==> config.mk <==
export PLATFORM = sky130hd
export DESIGN_NAME = substring_line_filter_core
export DESIGN_NICKNAME = d
export VERILOG_FILES = /design/src/design/slf_pkg.sv /design/src/design/slf_window.sv /design/src/design/slf_judge.sv /design/src/design/slf_fifo.sv /design/src/design/substring_line_filter_core.sv
export VERILOG_INCLUDE_DIRS = /design/src /design/src/design
export SDC_FILE = /design/constraint.sdc
export NUM_CORES = 2
export LEC_CHECK = 0
export BUFFER_PORTS_ARGS = -buffer_cell sky130_fd_sc_hd__buf_4
export CORE_ASPECT_RATIO = 1.25
export CORE_MARGIN = 4
export CORE_UTILIZATION = 63
export CTS_BUF_LIST = sky130_fd_sc_hd__clkbuf_4 sky130_fd_sc_hd__clkbuf_8 sky130_fd_sc_hd__clkbuf_16
export DETAILED_ROUTE_END_ITERATION = 10
export MAX_ROUTING_LAYER = met4
export PLACE_DENSITY = 0.78
export SLEW_MARGIN = 20
export SYNTH_ARGS = -nofsm -noshare
export SYNTH_HDL_FRONTEND = slang
export SYNTH_SLANG_ARGS = --single-unit
==> constraint.sdc <==
create_clock -name aclk -period 12.1 [get_ports aclk]
set_clock_uncertainty 0.05 [all_clocks]
set_input_delay 0.605 -clock aclk [delete_from_list [all_inputs] [get_ports aclk]]
set_output_delay 0.605 -clock aclk [all_outputs]
set_load 0.005 [all_outputs]
==> src/design/substring_line_filter_core_defines.svh <==
// Assertion macros used by the top level of the substring line filter.
`ifndef SUBSTRING_LINE_FILTER_CORE_DEFINES_SVH
`define SUBSTRING_LINE_FILTER_CORE_DEFINES_SVH

// The consequent must hold in the same cycle as the antecedent.
`define SLF_ASSERT_SAME(label, clk, rst_n, ante, cons, msg) \
    label: assert property (@(posedge clk) disable iff (!(rst_n)) (ante) |-> (cons)) \
        else $error(msg);

// The consequent must hold in the cycle after the antecedent.
`define SLF_ASSERT_NEXT(label, clk, rst_n, ante, cons, msg) \
    label: assert property (@(posedge clk) disable iff (!(rst_n)) (ante) |=> (cons)) \
        else $error(msg);

`endif

==> src/design/slf_pkg.sv <==
// Shared constants, types and helper functions of the substring line filter.
package slf_pkg;

    localparam int PATTERN_BYTES = 16;
    localparam int PAT_REG_BYTES = 16;
    localparam int PAT_W         = 8 * PAT_REG_BYTES;
    localparam int LEN_W         = $clog2(PATTERN_BYTES + 1);
    localparam int CFG_LEN_W     = 5;
    localparam int MODE_W        = 4;
    localparam int CNT_W         = 32;

    localparam logic [MODE_W-1:0] FLAG_INVERT = MODE_W'(1);
    localparam logic [MODE_W-1:0] FLAG_COUNT  = MODE_W'(2);
    localparam logic [MODE_W-1:0] FLAG_NUMBER = MODE_W'(4);
    localparam logic [MODE_W-1:0] FLAG_ICASE  = MODE_W'(8);

    localparam logic [CNT_W-1:0] CNT_MAX = '1;
    localparam logic [7:0]       NEWLINE = 8'd10;

    localparam logic CMD_DATA     = 1'b0;
    localparam logic CMD_EOS      = 1'b1;
    localparam logic KIND_VERDICT = 1'b0;
    localparam logic KIND_SUMMARY = 1'b1;

    typedef logic [1:0] reg_idx_t;
    localparam reg_idx_t REG_PATTERN_LOW    = 2'd0;
    localparam reg_idx_t REG_PATTERN_HIGH   = 2'd1;
    localparam reg_idx_t REG_PATTERN_LENGTH = 2'd2;
    localparam reg_idx_t REG_MODE_FLAGS     = 2'd3;

    localparam int FIFO_DEPTH = 4;
    localparam int FIFO_PTR_W = $clog2(FIFO_DEPTH);
    localparam int FIFO_CNT_W = $clog2(FIFO_DEPTH + 1);

    typedef struct packed {
        logic       fire;
        logic       eos;
        logic [7:0] text_byte;
    } step_t;

    typedef struct packed {
        logic             kind;
        logic             print_line;
        logic             print_number;
        logic [CNT_W-1:0] line_number;
        logic [CNT_W-1:0] match_count;
        logic             print_count;
        logic             exit_status;
        logic             last;
    } result_t;

    typedef struct packed {
        logic                  room;
        logic [FIFO_CNT_W-1:0] count;
    } fifo_status_t;

    function automatic logic [7:0] fold(input logic [7:0] c, input logic icase);
        logic [7:0] r;
        r = c;
        if (icase && c >= 8'd65 && c <= 8'd90) begin
            r = c + 8'd32;
        end
        return r;
    endfunction

    function automatic logic [7:0] pat_byte(input logic [PAT_W-1:0] pat,
                                            input logic [LEN_W-1:0] k);
        logic [7:0] r;
        r = '0;
        if (int'(k) < PAT_REG_BYTES) begin
            r = pat[8*int'(k) +: 8];
        end
        return r;
    endfunction

endpackage

==> src/design/slf_window.sv <==
// Window of the most recent bytes of the current line and the parallel pattern compare.
module slf_window (
    input  logic                         aclk,
    input  logic                         aresetn,
    input  slf_pkg::step_t               step,
    input  logic [slf_pkg::PAT_W-1:0]    pattern,
    input  logic [slf_pkg::LEN_W-1:0]    len_eff,
    input  logic                         icase,
    output logic                         hit
);
    import slf_pkg::*;

    logic [7:0]       win_reg [PATTERN_BYTES];
    logic [7:0]       win_next [PATTERN_BYTES];
    logic [LEN_W-1:0] fill_reg;
    logic [LEN_W-1:0] fill_next;
    logic             line_end;
    logic             all_equal;
    logic [LEN_W-1:0] idx;

    assign line_end = step.eos || (step.text_byte == NEWLINE);

    always_comb begin
        win_next[0] = step.text_byte;
        for (int i = 1; i < PATTERN_BYTES; i++) begin
            win_next[i] = win_reg[i-1];
        end
        fill_next = (int'(fill_reg) == PATTERN_BYTES) ? fill_reg : fill_reg + LEN_W'(1);
    end

    always_comb begin
        all_equal = 1'b1;
        idx       = '0;
        for (int k = 0; k < PATTERN_BYTES; k++) begin
            idx = len_eff - LEN_W'(k + 1);
            if (LEN_W'(k) < len_eff) begin
                if (fold(win_next[k], icase) != fold(pat_byte(pattern, idx), icase)) begin
                    all_equal = 1'b0;
                end
            end
        end
        hit = step.fire && !step.eos && (len_eff != '0) && (fill_next >= len_eff)
              && all_equal;
    end

    always_ff @(posedge aclk) begin
        if (!aresetn) begin
            fill_reg <= '0;
        end else if (step.fire) begin
            if (line_end) begin
                fill_reg <= '0;
            end else begin
                fill_reg <= fill_next;
            end
        end
    end

    always_ff @(posedge aclk) begin
        if (step.fire && !step.eos) begin
            for (int i = 0; i < PATTERN_BYTES; i++) begin
                win_reg[i] <= win_next[i];
            end
        end
    end

endmodule

==> src/design/slf_judge.sv <==
// Line state, saturating counters and formation of verdict and summary results.
module slf_judge (
    input  logic                         aclk,
    input  logic                         aresetn,
    input  slf_pkg::step_t               step,
    input  logic                         hit,
    input  logic                         len_zero,
    input  logic [slf_pkg::MODE_W-1:0]   mode,
    output slf_pkg::result_t             res0,
    output slf_pkg::result_t             res1,
    output logic [1:0]                   npush
);
    import slf_pkg::*;

    logic             found_reg;
    logic             open_reg;
    logic [CNT_W-1:0] lines_reg;
    logic [CNT_W-1:0] sel_reg;

    logic             is_newline;
    logic             found_now;
    logic             show;
    logic             judge;
    logic [CNT_W-1:0] lines_inc;
    logic [CNT_W-1:0] sel_inc;
    logic [CNT_W-1:0] lines_next;
    logic [CNT_W-1:0] sel_next;
    result_t          verdict;
    result_t          summary;

    always_comb begin
        is_newline = !step.eos && (step.text_byte == NEWLINE);
        found_now  = found_reg || hit || len_zero;
        show       = ((mode & FLAG_INVERT) != '0) ? !found_now : found_now;
        judge      = step.fire && (is_newline || (step.eos && open_reg));
        lines_inc  = (lines_reg == CNT_MAX) ? lines_reg : lines_reg + CNT_W'(1);
        sel_inc    = (sel_reg == CNT_MAX) ? sel_reg : sel_reg + CNT_W'(1);
        lines_next = judge ? lines_inc : lines_reg;
        sel_next   = (judge && show) ? sel_inc : sel_reg;

        verdict.kind         = KIND_VERDICT;
        verdict.print_line   = show && ((mode & FLAG_COUNT) == '0);
        verdict.print_number = verdict.print_line && ((mode & FLAG_NUMBER) != '0);
        verdict.line_number  = lines_inc;
        verdict.match_count  = sel_next;
        verdict.print_count  = 1'b0;
        verdict.exit_status  = 1'b0;
        verdict.last         = !step.eos;

        summary.kind         = KIND_SUMMARY;
        summary.print_line   = 1'b0;
        summary.print_number = 1'b0;
        summary.line_number  = lines_next;
        summary.match_count  = sel_next;
        summary.print_count  = (mode & FLAG_COUNT) != '0;
        summary.exit_status  = sel_next == '0;
        summary.last         = 1'b1;

        res0 = (step.eos && !open_reg) ? summary : verdict;
        res1 = summary;

        npush = 2'd0;
        if (step.fire) begin
            if (step.eos) begin
                npush = open_reg ? 2'd2 : 2'd1;
            end else if (is_newline) begin
                npush = 2'd1;
            end
        end
    end

    always_ff @(posedge aclk) begin
        if (!aresetn) begin
            found_reg <= 1'b0;
            open_reg  <= 1'b0;
            lines_reg <= '0;
            sel_reg   <= '0;
        end else if (step.fire) begin
            if (step.eos) begin
                found_reg <= 1'b0;
                open_reg  <= 1'b0;
                lines_reg <= '0;
                sel_reg   <= '0;
            end else if (is_newline) begin
                found_reg <= 1'b0;
                open_reg  <= 1'b0;
                lines_reg <= lines_next;
                sel_reg   <= sel_next;
            end else begin
                found_reg <= found_reg || hit;
                open_reg  <= 1'b1;
            end
        end
    end

endmodule

==> src/design/slf_fifo.sv <==
// Small result queue that takes up to two results per cycle and delivers one per beat.
module slf_fifo (
    input  logic                  aclk,
    input  logic                  aresetn,
    input  slf_pkg::result_t      res0,
    input  slf_pkg::result_t      res1,
    input  logic [1:0]            npush,
    input  logic                  pop,
    output slf_pkg::result_t      head,
    output logic                  head_valid,
    output slf_pkg::fifo_status_t status
);
    import slf_pkg::*;

    result_t               mem_reg [FIFO_DEPTH];
    logic [FIFO_PTR_W-1:0] wr_ptr_reg;
    logic [FIFO_PTR_W-1:0] wr_ptr_next;
    logic [FIFO_PTR_W-1:0] wr_ptr_plus1;
    logic [FIFO_PTR_W-1:0] rd_ptr_reg;
    logic [FIFO_PTR_W-1:0] rd_ptr_next;
    logic [FIFO_CNT_W-1:0] count_reg;
    logic [FIFO_CNT_W-1:0] count_next;

    always_comb begin
        wr_ptr_plus1 = wr_ptr_reg + FIFO_PTR_W'(1);
        wr_ptr_next  = wr_ptr_reg + FIFO_PTR_W'(npush);
        rd_ptr_next  = rd_ptr_reg + FIFO_PTR_W'(pop);
        count_next   = count_reg + FIFO_CNT_W'(npush) - FIFO_CNT_W'(pop);
    end

    assign head          = mem_reg[rd_ptr_reg];
    assign head_valid    = count_reg != '0;
    assign status.count  = count_reg;
    assign status.room   = count_reg <= FIFO_CNT_W'(FIFO_DEPTH - 2);

    always_ff @(posedge aclk) begin
        if (!aresetn) begin
            wr_ptr_reg <= '0;
            rd_ptr_reg <= '0;
            count_reg  <= '0;
        end else begin
            wr_ptr_reg <= wr_ptr_next;
            rd_ptr_reg <= rd_ptr_next;
            count_reg  <= count_next;
        end
    end

    always_ff @(posedge aclk) begin
        if (npush != 2'd0) begin
            mem_reg[wr_ptr_reg] <= res0;
        end
        if (npush == 2'd2) begin
            mem_reg[wr_ptr_plus1] <= res1;
        end
    end

endmodule

==> src/design/substring_line_filter_core.sv <==
// Top level of the substring line filter: register port, input stage and result channel.
// Usage: text arrives on the s_ channel one byte per beat; s_tuser low carries a data
// byte in s_tdata, s_tuser high marks end of stream. Every newline produces one verdict
// beat on the m_ channel; end of stream produces the verdict of an unterminated line, if
// any, followed by a summary beat, and m_tlast marks the last beat caused by an input.
// The user must write patterns and mode flags over the register port while the block is
// idle; the block does not enforce it. Throughput is one input byte per clock while the
// result queue has room; the window compare is combinational from the input register to
// the result queue, which registers each result. An end of stream with an open line puts
// two beats into the queue in the same cycle, and they leave the queue one at a time.
// If the receiver stalls, the four-entry result queue fills; once it holds more than two
// beats the input register stops advancing and s_tready falls as soon as that register
// holds a beat.
// Reset clears the registers, the line state and both counters, and empties the queue.
`include "substring_line_filter_core_defines.svh"

module substring_line_filter_core (
    input  logic        aclk,
    input  logic        aresetn,
    // APB register port
    input  logic        psel,
    input  logic        penable,
    input  logic        pwrite,
    input  logic [4:0]  paddr,
    input  logic [63:0] pwdata,
    output logic [63:0] prdata,
    output logic        pready,
    // Input stream
    input  logic        s_tvalid,
    output logic        s_tready,
    input  logic [7:0]  s_tdata,  // [7:0] text_byte
    input  logic        s_tuser,  // [0] cmd
    // Result stream
    output logic        m_tvalid,
    input  logic        m_tready,
    output logic [71:0] m_tdata,  // [0] print_line, [1] print_number, [33:2] line_number,
                                  // [65:34] match_count, [66] print_count,
                                  // [67] exit_status, [71:68] zero
    output logic        m_tuser,  // [0] kind
    output logic        m_tlast
);
    import slf_pkg::*;

    logic [63:0]          pat_low_reg;
    logic [63:0]          pat_high_reg;
    logic [CFG_LEN_W-1:0] pat_len_reg;
    logic [MODE_W-1:0]    mode_reg;
    logic                 cfg_wr;
    reg_idx_t             cfg_idx;

    logic                 in_valid_reg;
    logic                 in_eos_reg;
    logic [7:0]           in_byte_reg;
    logic                 fire;

    logic [LEN_W-1:0]     len_eff;
    step_t                step;
    logic                 hit;
    result_t              res0;
    result_t              res1;
    logic [1:0]           npush;
    result_t              head;
    fifo_status_t         fifo_stat;

    assign pready  = 1'b1;
    assign cfg_wr  = psel && penable && pwrite && pready;
    assign cfg_idx = reg_idx_t'(paddr[4:3]);

    always_ff @(posedge aclk) begin
        if (!aresetn) begin
            pat_low_reg  <= '0;
            pat_high_reg <= '0;
            pat_len_reg  <= '0;
            mode_reg     <= '0;
        end else if (cfg_wr) begin
            unique case (cfg_idx)
                REG_PATTERN_LOW:    pat_low_reg  <= pwdata;
                REG_PATTERN_HIGH:   pat_high_reg <= pwdata;
                REG_PATTERN_LENGTH: pat_len_reg  <= pwdata[CFG_LEN_W-1:0];
                REG_MODE_FLAGS:     mode_reg     <= pwdata[MODE_W-1:0];
            endcase
        end
    end

    always_comb begin
        unique case (cfg_idx)
            REG_PATTERN_LOW:    prdata = pat_low_reg;
            REG_PATTERN_HIGH:   prdata = pat_high_reg;
            REG_PATTERN_LENGTH: prdata = 64'(pat_len_reg);
            REG_MODE_FLAGS:     prdata = 64'(mode_reg);
        endcase
    end

    always_comb begin
        if (int'(pat_len_reg) > PATTERN_BYTES) begin
            len_eff = LEN_W'(PATTERN_BYTES);
        end else begin
            len_eff = LEN_W'(pat_len_reg);
        end
    end

    assign fire     = in_valid_reg && fifo_stat.room;
    assign s_tready = !in_valid_reg || fire;

    always_ff @(posedge aclk) begin
        if (!aresetn) begin
            in_valid_reg <= 1'b0;
        end else if (s_tready) begin
            in_valid_reg <= s_tvalid;
        end
    end

    always_ff @(posedge aclk) begin
        if (s_tvalid && s_tready) begin
            in_eos_reg  <= (s_tuser == CMD_EOS);
            in_byte_reg <= s_tdata;
        end
    end

    assign step.fire      = fire;
    assign step.eos       = in_eos_reg;
    assign step.text_byte = in_byte_reg;

    slf_window u_window (
        .aclk    (aclk),
        .aresetn (aresetn),
        .step    (step),
        .pattern ({pat_high_reg, pat_low_reg}),
        .len_eff (len_eff),
        .icase   ((mode_reg & FLAG_ICASE) != '0),
        .hit     (hit)
    );

    slf_judge u_judge (
        .aclk     (aclk),
        .aresetn  (aresetn),
        .step     (step),
        .hit      (hit),
        .len_zero (len_eff == '0),
        .mode     (mode_reg),
        .res0     (res0),
        .res1     (res1),
        .npush    (npush)
    );

    slf_fifo u_fifo (
        .aclk       (aclk),
        .aresetn    (aresetn),
        .res0       (res0),
        .res1       (res1),
        .npush      (npush),
        .pop        (m_tvalid && m_tready),
        .head       (head),
        .head_valid (m_tvalid),
        .status     (fifo_stat)
    );

    assign m_tdata = {4'b0000, head.exit_status, head.print_count, head.match_count,
                      head.line_number, head.print_number, head.print_line};
    assign m_tuser = head.kind;
    assign m_tlast = head.last;

    `SLF_ASSERT_SAME(a_fifo_bound, aclk, aresetn, 1'b1,
        fifo_stat.count <= FIFO_CNT_W'(FIFO_DEPTH), "result queue overflow")
    `SLF_ASSERT_NEXT(a_in_hold, aclk, aresetn, in_valid_reg && !fire,
        in_valid_reg && $stable(in_byte_reg) && $stable(in_eos_reg), "input beat lost")
    `SLF_ASSERT_SAME(a_summary_last, aclk, aresetn, m_tvalid && m_tuser,
        m_tlast, "summary beat without last")
    `SLF_ASSERT_SAME(a_number_line, aclk, aresetn, m_tvalid && m_tdata[1],
        m_tdata[0], "line number flagged for an unprinted line")

endmodule

==> results.yml <==
layout:
  finalInstanceArea_sq_um: 45000
  nFillCells: 4937
  instances_no_fill: 5173
  layout-drive-gt1-share_pct: 15.0
  largest_register_ffs: 280
  area_delta_synth_final_pct: 10.3
  nNetsFinal: 4415
synth:
  synth_area_sq_um: 40800
  synth_top_area_share_pct: 28.9
  ys_warn_count: 0
  yosysTopAreaCell: "edfxtp_1"
  ys_seq_area_share_pct: 40.3
  yosys_register_bits: 625
  syn_inst: 4239
  synth-main-ff-cell: "edfxtp_1"
  synth_edf_count: 393
  yosysUniqueCellTypes: 112
  synth_area_leaders: "edfxtp_1 (29%), dfxtp_1 (11%), mux4_2 (7.8%)"
  synth_common_cells: "nand2_1 (531), nor2_1 (449), edfxtp_1 (393), mux2i_1 (254), dfxtp_1 (232)"
  synthArstFlopShare_pct: 0
  avgSynthCellArea_sq_um: 9.63
  yosysMostFrequentCell: "nand2_1"
routing:
  drc: 0
  routedWlPerCell_um: 27.2
  firstDrtPassIters: 8
  vias: 35884
  vias_per_cell: 6.94
  ant_nets: 0
  drt_iter0_drc: 4481
  routed_wl_um: 141000
clock_network:
  cts_sinks: 625
  clock_path_buffers: 3
  tritoncts.num_buffers: 61
  cts_setup_buffers: 0
  h-tree-depth: 2
  root_buffer: "clkbuf_16"
  postCtsHoldBufs: 0
  cts_resized: 0
  clk_pin_slew_worst_paths_ps: 70
  clk_latency_ps: 670
  cts_tree: "built"
global_route:
  grt_pass1_vias: 34128
  grt_use_total_pct: 40.4
  grt_overflow_total: 0
  grt_start_max_net_pins: 91
  antenna_found_initial: 7
  grt_pass1_wl_um: 210000
pwr:
  p_leak_nw: 14.7
  ir_drop_uv: 155
  powerDensity_nw_per_um2: 120
worst_hold_path:
  worstHoldPathCells: 1
  hold_end: "in_byte_reg[6]"
  holdCritStartpoint: "s_tdata[6]"
  min_path_type: "in2reg"
floorplanning:
  initial_core_util_pct: 63.5
  die_w_um: 236
  core_area_sq_um: 64300
  pin_count: 226
  core.rowCount: 104
  die-area_sq_um: 69000
  die_h_um: 293
timing:
  worst_slew_pin_slew_ps: 1290
  period_share_pct: 78.3
  min_period_ps: 9480
  totalNegativeSetupSlack_ps: 0
  maxSlewViolCount: 0
  setup_viol: 0
  rsz0062_at_grt: "false"
  slew_headroom_pct: 14.2
  finalHoldViolCount: 0
  fmax_mhz: 106
worst_setup_path:
  cp-start-kind: "flip-flop"
  end_kind: "flip-flop"
  cp.required_ps: 12550
  crit_path_max_fanout: 86
  worst_r2r_path_depth: 21
  r2r-start: "pat_len_reg[1]"
  rrSetupSlack_ps: 2620
  worstPathArrival_ps: 9930
  r2r_end: "u_fifo.mem_reg[3][1]"
  crit_type: "reg2reg"
status:
  outcome: "finished clean"
placed_design:
  dp_cells: 5053
  dp_hpwl_um: 98900
  gp_congestion: 1.09
  portBuffers: 217
  place_area_sq_um: 42700
job:
  drv_cap: 0
-- worst max-delay path, stage by stage (launching register included) --
cell	delay (ps)
dfxtp_4	1000
nand2b_2	360
buf_4	450
ha_2	1200
mux2i_1	170
mux2_2	320
mux2i_1	710
nor2_1	110
nor3_1	380
ha_1	310
o31ai_1	280
xor2_1	110
o32ai_1	410
o2111ai_1	320
nor4_4	330
mux2i_2	530
a21oi_1	360
and3_1	300
xnor2_1	510
nor4bb_1	510
nand4_2	290
a21oi_1	210
-- worst max-delay path by stage --
stage                        start              endpoint  slack, ps  depth (start not counted)
5_1_grt             pat_len_reg[1]  u_fifo.mem_reg[3][1]       2170                         21
4_1_cts             pat_len_reg[1]  u_fifo.mem_reg[3][1]       2910                         21
3_3_place_gp        pat_len_reg[1]  u_fifo.mem_reg[3][1]       3060                         21
2_1_floorplan  u_fifo.count_reg[0]  u_fifo.mem_reg[3][1]       2430                         14
6_report            pat_len_reg[1]  u_fifo.mem_reg[3][1]       2620                         21
3_5_place_dp        pat_len_reg[1]  u_fifo.mem_reg[3][1]       2970                         21
-- cell type report --
cell class	count	area (sq um)	share of cell area (%)
diodes	3	7.51	0.0167
well taps	848	1060	2.36
repair buffers	280	2110	4.70
multi-input cells	3246	22900	50.9
clock buffers	93	1870	4.14
clock inverters	23	399	0.886
inverters	55	214	0.475
flip-flops and latches	625	16500	36.6
-- power breakdown --
group | internal, W | switching, W
logic | 0.000402 | 0.000428
registers | 0.00236 | 0.000122
clock network | 0.00126 | 0.000840
total | 0.00402 | 0.00139
-- cell families after synthesis --
logic type	share of synthesized area (%)
AO/OA/AOI/OAI	16.1
flip-flops	40.3
AND/OR/NAND/NOR	17.9
buffers and inverters	3.90
adder cells (fa/ha/maj)	1.89
other	0.0184
multiplexers	15.2
XOR/XNOR	4.66
-- per-stage QoR --
step                utilization (%)  setup WS (ps)  hold WS (ps)  total power, W
finish                         70.0           2620          99.8         0.00541
global route                   70.0           2170          73.7         0.00557
CTS                            70.0           2910          67.3         0.00541
detailed placement             66.5           2970           389         0.00334
global placement               66.4           3060           376         0.00333
floorplan                         -           2430           368         0.00297
-- per-layer routing --
metal | global-route usage [%] | vias up | share of wire (%)
li1 | - | 15862 | -
met1 | 45.5 | 17144 | 34
met2 | 65.5 | 2237 | 47
met3 | 8.97 | 641 | 11
met4 | 25.8 | 0 | 8.5
met5 | - | - | 0
-- layout by cell type, fill, tap and decap left out, types with 23 or more instances in the layout --
cell type | Yosys | layout
nand2_1 | 531 | 530
nor2_1 | 449 | 446
edfxtp_1 | 393 | 393
buf_4 | 12 | 279
mux2i_1 | 254 | 253
dfxtp_1 | 232 | 227
o21ai_0 | 191 | 191
a21oi_1 | 161 | 159
mux4_2 | 141 | 141
a21boi_0 | 135 | 135
o22ai_1 | 111 | 111
xnor2_1 | 105 | 105
nand3_1 | 104 | 104
xor2_1 | 94 | 94
nor3_1 | 93 | 92
a211oi_1 | 66 | 66
clkbuf_16 | 0 | 62
ha_1 | 60 | 58
nand4_1 | 49 | 49
inv_1 | 51 | 47
nor2b_1 | 43 | 43
mux2_2 | 43 | 43
and2_1 | 42 | 41
and3_1 | 35 | 35
and3b_1 | 34 | 34
or3_1 | 34 | 33
o31ai_1 | 28 | 28
a31oi_1 | 26 | 26
nand2b_1 | 26 | 25
a21o_1 | 23 | 23
a22oi_1 | 23 | 23
Power figures use the tool's default switching activity.
